[config.mk]
export PLATFORM = sky130hd
export DESIGN_NAME = sfs_ctrl
export DESIGN_NICKNAME = d
export VERILOG_FILES = /design/src/hw/rtl/sfs_pkg.sv /design/src/hw/rtl/sfs_ctrl.sv
export SDC_FILE = /design/constraint.sdc
export NUM_CORES = 1
export LEC_CHECK = 0
export BUFFER_PORTS_ARGS = -buffer_cell sky130_fd_sc_hd__buf_2
export CORE_AREA = 10 10 47 49
export CTS_BUF_LIST = sky130_fd_sc_hd__clkbuf_8
export CTS_CLUSTER_DIAMETER = 80
export DETAILED_ROUTE_END_ITERATION = 8
export DIE_AREA = 0 0 57 59
export PLACE_DENSITY = 0.61
export SYNTH_ARGS = -nofsm -noshare
export SYNTH_HDL_FRONTEND = slang
export SYNTH_SLANG_ARGS = --single-unit
[constraint.sdc]
create_clock -name clock -period 1.91 [get_ports clock]
set_input_delay 0.191 -clock clock [delete_from_list [all_inputs] [get_ports clock]]
set_output_delay 0.191 -clock clock [all_outputs]
set_load 0.02 [all_outputs]
[src/hw/rtl/sfs_pkg.sv]
// Shared types and codes for the sprite frame sequencer.
// Holds command and status codes and the controller-to-datapath command bundle.
// No dependencies.
`default_nettype none

package sfs_pkg;

   // Command codes carried by a request transaction
   localparam logic [2:0] CMD_TICK   = 3'd0;
   localparam logic [2:0] CMD_ADD    = 3'd1;
   localparam logic [2:0] CMD_PLAY   = 3'd2;
   localparam logic [2:0] CMD_PAUSE  = 3'd3;
   localparam logic [2:0] CMD_STOP   = 3'd4;
   localparam logic [2:0] CMD_RESET  = 3'd5;
   localparam logic [2:0] CMD_CREATE = 3'd6;
   localparam logic [2:0] CMD_CLEAR  = 3'd7;

   // Status codes returned in a response transaction
   localparam logic [1:0] STAT_OK   = 2'd0;
   localparam logic [1:0] STAT_BAD  = 2'd1;
   localparam logic [1:0] STAT_FULL = 2'd2;

   // Step strobes from controller to datapath
   typedef struct packed {
      logic capture;   // latch request fields
      logic rd_anim;   // read animation entry
      logic rd_frame;  // read frame store
      logic sel_tex;   // frame read at the updated position
      logic update;    // apply the command, write back state
      logic load_rsp;  // load the response register
   } sfs_cmd_type;

endpackage

`default_nettype wire

[src/hw/rtl/sfs_ctrl.sv]
// Controller state machine of the sprite frame sequencer.
// Sequences one request through read, update and report steps.
// Depends on sfs_pkg.
`default_nettype none

module sfs_ctrl (
   input  wire                 clock,
   input  wire                 reset,
   input  wire                 req_valid,
   output logic                req_stall,
   output logic                rsp_valid,
   input  wire                 rsp_stall,
   output sfs_pkg::sfs_cmd_type dp_cmd
);
   import sfs_pkg::*;

   typedef enum logic [5:0] {
      ST_IDLE   = 6'b000001,
      ST_LOAD   = 6'b000010,
      ST_FETCH  = 6'b000100,
      ST_UPDATE = 6'b001000,
      ST_TEXRD  = 6'b010000,
      ST_REPORT = 6'b100000
   } state_type;

   state_type state_ff, state_in;
   logic      rsp_valid_ff, rsp_valid_in;
   logic      out_free;

   assign out_free  = !rsp_valid_ff || !rsp_stall;
   assign req_stall = reset || (state_ff != ST_IDLE);
   assign rsp_valid = rsp_valid_ff;

   // Next state and step strobes
   always_comb begin
      state_in = state_ff;
      dp_cmd   = '0;
      unique case (state_ff)
         ST_IDLE: begin
            if (req_valid && !reset) begin
               dp_cmd.capture = 1'b1;
               state_in       = ST_LOAD;
            end
         end
         ST_LOAD: begin
            dp_cmd.rd_anim = 1'b1;
            state_in       = ST_FETCH;
         end
         ST_FETCH: begin
            dp_cmd.rd_frame = 1'b1;
            state_in        = ST_UPDATE;
         end
         ST_UPDATE: begin
            dp_cmd.update = 1'b1;
            state_in      = ST_TEXRD;
         end
         ST_TEXRD: begin
            dp_cmd.rd_frame = 1'b1;
            dp_cmd.sel_tex  = 1'b1;
            state_in        = ST_REPORT;
         end
         ST_REPORT: begin
            if (out_free) begin
               dp_cmd.load_rsp = 1'b1;
               state_in        = ST_IDLE;
            end
         end
         default: state_in = ST_IDLE;
      endcase
   end

   // Hold the response until the receiver takes it
   always_comb begin
      rsp_valid_in = rsp_valid_ff;
      if (dp_cmd.load_rsp) begin
         rsp_valid_in = 1'b1;
      end else if (rsp_valid_ff && !rsp_stall) begin
         rsp_valid_in = 1'b0;
      end
   end

   always_ff @(posedge clock) begin
      if (reset) begin
         state_ff     <= ST_IDLE;
         rsp_valid_ff <= 1'b0;
      end else begin
         state_ff     <= state_in;
         rsp_valid_ff <= rsp_valid_in;
      end
   end

endmodule

`default_nettype wire

Yosys cells after proc, flatten, opt, wreduce, memory -nomap -nowiden
Cells that the tools add are included.

cells by class
  eq/ne operators = 9
  muxes and demuxes = 13
  reduce and logical (&&, ||, !) cells = 10

operator list
  operator                                                count
  case mux 6 bit (6 select lines)                         1
  2-to-1 mux 6 bit                                        2
  2-to-1 mux 1 bit                                        10
  equality test 6 x 1 -> 1 bit (second input constant)    1
  equality test 6 x 2 -> 1 bit (second input constant)    1
  equality test 6 x 3 -> 1 bit (second input constant)    1
  equality test 6 x 4 -> 1 bit (second input constant)    1
  equality test 6 x 5 -> 1 bit (second input constant)    1
  equality test 6 bit (second input constant)             1
  inequality test 6 x 1 -> 1 bit (second input constant)  1
  inequality test 2 bit (second input constant)           2
  zero test 1 bit                                         3
  logical AND 1 bit                                       2
  logical OR 1 bit                                        2
  AND reduction 2 bit                                     1
  nonzero test 2 bit                                      1
  OR reduction 2 bit                                      1

storage, ports and cells
  register bits after elaboration = 7
  input bits = 4

Depth between registers and ports, before layout
Gate-level depths: netlist of run 1.

  depth in word-level cells = 5
  mapped depth = 4
  gate-level depth less buffers = 4

Worst setup path before layout of run 1
No wires, ideal clock.

  path kind = register to register
  start point = register state_ff[5]
  end point = register state_ff[4]
  stages on the path, launching flop included = 4
  setup time = 0.066 ns
  setup slack = 0.189 ns
  arrival = 1.654 ns
  clock period less this slack = 1.721 ns
  required time = 1.844 ns
  cell sequence = dfxtp_1 -> or4_4 -> nor3b_1 -> nor2b_1

on the way
  word-level cells in the longest chain between the ends = 3

ends and longest elaborated chain
  what                                                                 line            RTL
  start: declaration                                                   sfs_ctrl.sv:26  state_type state_ff, state_in;
  start signal: assignment                                             sfs_ctrl.sv:87  state_ff <= state_in;
  equality test 6 x 1 -> 1 bit or equality test 6 bit (tied branches)  sfs_ctrl.sv:38  unique case (state_ff)
  inequality test 2 bit (no source line)                               -
  AND reduction 2 bit (no source line)                                 -

Several ways; a longest one is shown, not always the timed one.
A chain may end at the register's enable or synchronous reset.

==> results of run 1 <==
==> worst max-delay path, cell delays in order (launching register included) <==
cell     delay, ps
dfxtp_1        350
or4_4          580
nor3b_4        230
buf_2          200
==> through the flow <==
step | worst slack, ps | cell area (µm²) | util, %
2_1_floorplan | 189 | 380 | -
3_3_place_gp | 290 | 448 | 32.0
3_5_place_dp | 281 | 448 | 32.0
4_1_cts | 124 | 493 | 35.2
5_1_grt | 20.9 | 498 | 35.5
6_report | 132 | 498 | 35.5
==> worst paths after layout <==
check                           slack, ps  cells past startpoint                        to                startpoint
worst min register to register        500                      2    rsp_valid$_SDFFE_PP0P_    rsp_valid$_SDFFE_PP0P_
worst min-delay path                  230                      3  state_ff[1]$_SDFFE_PP0P_                 req_valid
worst max-delay path                  130                      3                 dp_cmd[4]  state_ff[5]$_SDFFE_PP0P_
worst max register to register        260                      4  state_ff[0]$_SDFFE_PP1P_  state_ff[5]$_SDFFE_PP0P_
==> synth_stat cells <==
cell type  number  area share (%)
dfxtp_1         7              37
nor2_1          7             6.9
nor2b_1         4             6.6
nor3_1          4             5.3
a21oi_1         3             3.9
a31oi_1         2             3.3
nand2b_1        2             3.3
nand3_1         2             2.6
or2b_1          2             3.9
a211o_1         1             2.3
a22o_1          1             2.3
buf_4           1             2.0
inv_1           1            0.99
nand2_1         1            0.99
nor3b_1         1             2.0
nor3b_4         1             4.9
o21ai_0         1             1.3
o22ai_1         1             1.6
or2_2           1             1.6
or4_1           1             2.0
or4_4           1             3.0
xnor2_1         1             2.3
==> power by group through the flow <==
stage	Sequential, mW	Combinational (mW)	Clock [mW]
floorplan	0.178	0.105	0
global placement	0.183	0.133	0
detailed placement	0.182	0.133	0
CTS	0.180	0.134	0.216
global route	0.185	0.150	0.228
finish	0.181	0.135	0.209
==> state kept, by name (all words and copies together), names as in the netlist <==
signal and count:
state_ff 6, rsp_valid 1
==> metal layers <==
layer / vias up / global-route usage (%)
met4: 0 / 7.05
met1: 157 / 7.57
met3: 6 / 2.15
li1: 192 / -
met2: 19 / 8.99
met5: - / 0
==> layout make-up <==
class | instances | area, µm² | area share (%)
inverter | 1 | 3.75 | 0.754
timing repair buffer | 11 | 55.1 | 11.1
clock inverter | 1 | 3.75 | 0.754
tap | 16 | 20.0 | 4.02
multi-input combinational | 37 | 234 | 47.0
clock buffer | 3 | 41.3 | 8.29
sequential | 7 | 140 | 28.1
==> cell families after synthesis <==
| kind of cell | synth area share [%] |
|---|---|
| AOI/OAI and AO/OA | 14.8 |
| xor gates and xnor gates | 2.30 |
| buffers and inverters | 2.96 |
| DFF | 36.8 |
| and+or+nand+nor | 43.1 |
==> metrics.md, run 1 <==
| Metric | Value |
|---|---|
| Outcome | finished, final reports clean |
| CTS max path bufs | 2 |
| Initial antenna violation count | 0 |
| Mapped Nets | 50 |
| Final Hold Fails | 0 |
| 1st-pass router iterations | 4 |
| Metal3 WL | 46 µm |
| Arr. time, crit path | between 1500 and 2000 ps |
| CTS tree | yes |
| Initial DRC Count | 7 |
| Final weighted congestion in routability-driven placement | ~0.83 |
| First-pass GRT wire length | 1.74 mm |
| TritonCTS sink count | 7 |
| Latest clock arrival within the worst-skew pair | ~230 ps |
| Max cap viols | 0 |
| Routed vias | about 370 |
| Max H-tree Level | 1 |
| Synth cell types | 22 |
| Logic pwr share | 25.7% |
| Clock share of power | between 30% and 40% |
| Crit path launch type | register |
| Met2 routed WL | 410 µm |
| Hold crit path type | input pin to register |
| Synth Cell Area | about 380 µm² |
| CTS resizes | 0 |
| CP Class | register to primary output |
| Final Non-Filler Cells | 76 |
| Port Buf Inserts | 11 |
| P&R area growth vs syn | 30.9% |
| All-Layer GR Usage | 6.60% |
| Most common cell after layout, fill and taps aside | buf_2 |
| Skew final | 1.23 ps |
| Vias per inst | 4.92 |
| Commonest non-fill, non-tap cells in the layout | buf_2, nor2_1, dfxtp_1 |
| Net Sw Power | 0.164 mW |
| RSZ-0062 raised after global routing | no |
| Post-DP HPWL | between 600 and 700 µm |
| # DRC | 0 |
| Switch share | 31.2% |
| Width of the chip | around 57 µm |
| Power Dens Cells | ~1100 nW/µm² |
| Nets | between 60 and 70 |
| Post-CTS Setup Inserts | 0 |
| Minimum clock period | between 1500 and 2000 ps |
| Starting density of the core | a little over a quarter |
| Avg Cell Area, Syn | ~8.3 µm² |
| Least-Margin Pin Slew | about 260 ps |
| Synthesis-stage register bit count | 7 |
| Max-Slew Margin vs Limit | 82.7% |
| Crit-path max FO | 6 |
| Number of global-route vias before repair | 381 |
| Cell count after synthesis | 46 |
| Setup crit end kind | primary output |
| Largest net degree at the start of global routing | 9 |
| Setup TNS | 0 ps |
| Filler Cells Inserted | 160 |
| Internal | 0.361 mW |
| WL met1 | 420 µm |
| Required @ worst endpoint | 1720 ps |
| Die area | between 3000 and 4000 µm² |
| Max IR drop VDD | about 0.42 mV |
| Warnings from Yosys | 0 |
| Clock transition at path regs | ~40 ps |
| Die height | approximately 59 µm |
| Placed cell count | 72 |
| Diode count | 0 |
| Setup violators final | 0 |
| Top Metal Used | met4 |
| CTS Buf Count | 3 |
| IO Count | 12 |
| Hold_buf cts | 0 |
| Final Hold Slack | about 230 ps |
| DRT Wirelength | just over 900 µm |
| Cell Rows | 14 |
| Final Max Slew Viols | 0 |
| Design Power | 0.525 mW |
| Routed Antenna Nets | 0 |
| Clock root buffer | clkbuf_8 |
| Crit share post-route | roughly 93% |
| Core area | approximately 1400 µm² |
| Sequential area share after synthesis | a little under two fifths |
| P_leak | around 0.21 nW |
| Share of cells above drive strength 1 | between 30% and 40% |
| Max Fclk | approximately 560 MHz |
| Grt ovf | 0 |
| Sequential share of power | between 30 and 40% |
| Post-DR wirelength/cell | approximately 12 µm |
No activity file was read; power rests on OpenSTA's default activity.
==> run 2: changes to the inputs <==
ABC_AREA = 1   (was not set)
PLACE_DENSITY = 0.6   (was 0.61)
==> run 2 against run 1 <==
Effect of this change:
- final cell count is 3.9% higher
- via count decreased by 3.5%
- combinational power shrank 56%
- fmax up 29%
- non-clock buffer count unchanged
- largest cell class unchanged
- largest power group unchanged
- clock skew increased by 3.4 ps
- synthesized cell count increased by 6.5%
- register-to-register slack improved by 550 ps
- sequential power shrank 13%
- highest routed layer unchanged
- setup slack better by 400 ps
==> metrics.md, run 2 <==
| Metric | Value |
|---|---|
| Synth cell types | 17 (-23%) |
| 1st-pass router iterations | 2 (-2) |
| Multi-input gate area | 199 µm² (-15%) |
| Hold_buf cts | 0 (unchanged) |
| Width of the chip | 57 µm (unchanged) |
| Die area | 3360 µm² (unchanged) |
| Critical path endpoint | dp_cmd[3] |
| Post-DP HPWL | 690 µm (-0.43%) |
| Net Sw Power | 0.113 mW (-31%) |
| Clock root buffer | clkbuf_8 |
| Initial antenna violation count | 0 (unchanged) |
| PnR worst setup slack | 532 ps (+399 ps) |
| Post-synth top cells | nor2_1, dfxtp_1, nand2_1, inv_1, nand4_1 |
| Final Max Slew Viols | 0 (unchanged) |
| Pre-CTS setup slack | 765 ps (+484 ps) |
| P_leak | 0.254 nW (+19%) |
| Final Hold Fails | 0 (unchanged) |
| Crit-path max FO | 7 (+1) |
| WP depth | 4 (+1) |
| Yosys top cell area share | 38.0% (+1.1 points) |
| All-Layer GR Usage | 5.60% (-1.0 points) |
| Final weighted congestion in routability-driven placement | 0.765 (-7.7%) |
| DRT Wirelength | 863 µm (-5.7%) |
| Port Buf Inserts | 11 (unchanged) |
| Reg with most FFs | state_ff |
| Clock share of power | 49.1% (+9.3 points) |
| Clock transition at path regs | 40 ps (about the same) |
| Max IR drop VDD | 0.527 mV (+25%) |
| Logic pwr share | 13.8% (-12 points) |
| Nets | 68 (+4.6%) |
| Number of global-route vias before repair | 359 (-5.8%) |
| Vias per inst | 4.57 (-7.1%) |
| Share of cells above drive strength 1 | 34.9% (+4.9 points) |
| Latest clock arrival within the worst-skew pair | 230 ps (about the same) |
| Commonest non-fill, non-tap cells in the layout | buf_2, nor2_1, nand2_1, inv_1, dfxtp_1 |
| Family with the most delay on the worst path | simple AND/OR/NAND/NOR gates |
| R2R Path End | state_ff[0]$_SDFFE_PP1P_ |
| Hold Crit Start | reset |
| TritonCTS sink count | 7 (unchanged) |
| Hold crit path type | input pin to register |
| Setup crit end kind | primary output |
| Crit path launch type | register |
| Filler Cells Inserted | 155 (-3.1%) |
| Routed Antenna Nets | 0 (unchanged) |
| IO Count | 12 (unchanged) |
| CP Launch Point | state_ff[2]$_SDFFE_PP0P_ |
| Sequential area share after synthesis | 38.0% (+1.1 points) |
| Crit share post-route | 72.2% (-21 points) |
| Max stage delay on crit path | 350 ps (-230 ps) |
| Sequential share of power | 37.1% (+2.6 points) |
| Die height | 59 µm (unchanged) |
| Starting density of the core | 26.3% (-0.80 points) |
| Switch share | 26.6% (-4.7 points) |
| Area leader, netlist | dfxtp_1 |
| Minimum clock period | 1380 ps (-399 ps) |
| Arr. time, crit path | 1190 ps (-400 ps) |
| Async set-reset flop share out of synthesis | 0% (unchanged) |
| CTS Buf Count | 3 (unchanged) |
| # DRC | 0 (unchanged) |
| Required @ worst endpoint | 1720 ps (about the same) |
| Dominant synthesized flop cell | dfxtp_1 |
| Warnings from Yosys | 0 (unchanged) |
| Internal | 0.313 mW (-13%) |
| Max H-tree Level | 1 (unchanged) |
| Max-Slew Margin vs Limit | 86.5% (+3.8 points) |
| Buf+Inv Stages, Crit Path | 1 (unchanged) |
| Critical path cell sequence | nor2_4, nand4_2, nand2_2, buf_2 |
| Outcome | finished, final reports clean |
| Synth top area cells | dfxtp_1, nor2_4, nor2_1 |
| Setup TNS | 0 ps (unchanged) |
| Reg2reg path depth | 6 (+2) |
| Mapped Nets | 53 (+6.0%) |
| Max cap viols | 0 (unchanged) |
| CTS tree | yes |
| Post-DR wirelength/cell | 10.9 µm (-9.3%) |
| Most frequent cell after synthesis | nor2_1 |
| CTS resizes | 0 (unchanged) |
| Skew final | 4.61 ps (+3.38 ps) |
| Power Dens Cells | 884 nW/µm² (-16%) |
| Diode count | 0 (unchanged) |
| Crit-path slowest cell | dfxtp_1 |
| P&R area growth vs syn | 30.5% |
| CTS max path bufs | 2 (unchanged) |
| Core area | 1400 µm² (unchanged) |
| RSZ-0062 raised after global routing | no |
| Number of synthesized flops with an enable pin | 0 (unchanged) |
| Least-Margin Pin Slew | 201 ps (-56.1 ps) |
| First-pass GRT wire length | 1.44 mm (-17%) |
| Reg area | 140 µm² (unchanged) |
| Max Fclk | 726 MHz (+29%) |
| Largest net degree at the start of global routing | 8 (-1) |
| Most common cell after layout, fill and taps aside | buf_2 |
| Cell count after synthesis | 49 (+6.5%) |
| Post-CTS Setup Inserts | 0 (unchanged) |
| Initial DRC Count | 2 (-5) |
| Setup violators final | 0 (unchanged) |
| Avg Cell Area, Syn | 7.53 µm² (-8.9%) |
| CP Class | register to primary output |
| Max reg flops | 6 (unchanged) |
| R2R setup slack | 810 ps (+550 ps) |
| Synth Cell Area | 369 µm² (-3.0%) |
| Cell Rows | 14 (unchanged) |
| RR Startpoint | state_ff[2]$_SDFFE_PP0P_ |
| Synthesis-stage register bit count | 7 (unchanged) |
| Routed vias | 361 (-3.5%) |
| Grt ovf | 0 (unchanged) |
## run 2: cell count changes after synthesis, sizes merged, moves of 2 or more
cell / before / now
a31oi: 2 / 0
inv: 1 / 6
nand2: 1 / 9
nand2b: 2 / 0
nand4: 0 / 5
nor2: 7 / 12
nor2b: 4 / 0
nor3: 4 / 2
nor3b: 2 / 0
or2b: 2 / 0
or4: 2 / 0
## run 2: layer usage
layer  up-vias  wire [µm]  GRT usage (%)
li1        191          -              -
met1       156        378           5.28
met2        11        403           8.53
met3         3         66           3.86
met4         0         14           4.03
met5         -          0              0
## run 2: kinds of logic (layout without fill, tap and decap cells)
kind of cell           after synthesis  count (layout)  synth area share (%)
and+or+nand+nor                     32              32                  49.8
DFF                                  7               7                  38.0
buffers and inverters                7              21                  8.14
AOI/OAI and AO/OA                    3               3                  4.07
## run 2: worst min-delay path by stage
stage / to / cells after the start
after floorplan: rsp_valid$_SDFFE_PP0P_ / 1
after detailed placement: rsp_valid$_SDFFE_PP0P_ / 2
after global routing: state_ff[5]$_SDFFE_PP0P_ / 2
after global placement: rsp_valid$_SDFFE_PP0P_ / 2
final: rsp_valid$_SDFFE_PP0P_ / 2
after CTS: rsp_valid$_SDFFE_PP0P_ / 2
## run 2: power groups by stage
stage | logic (mW) | clock network [mW] | registers (mW)
after global routing | 0.0683 | 0.227 | 0.158
final | 0.0589 | 0.209 | 0.158
after global placement | 0.0589 | 0 | 0.160
after detailed placement | 0.0594 | 0 | 0.160
after CTS | 0.0600 | 0.221 | 0.158
after floorplan | 0.0433 | 0 | 0.160
## run 2: area by class of cell
cell class / instances / share of cell area (%)
multi-input combinational: 35 / 41.3
inverter: 6 / 4.68
clock inverter: 1 / 0.779
timing repair buffer: 11 / 11.4
sequential: 7 / 29.1
clock buffer: 3 / 8.57
tap: 16 / 4.16
## run 2: through the flow
stage          utilization (%)  total power, mW  instance area (µm²)  std cells  hold WS (ps)
2_1_floorplan                -            0.203                  369         49           260
3_3_place_gp              31.2            0.219                  437         75           445
3_5_place_dp              31.2            0.220                  437         75           450
4_1_cts                   34.4            0.439                  482         79           198
5_1_grt                   34.4            0.453                  482         79           224
6_report                  34.4            0.426                  482         79           202
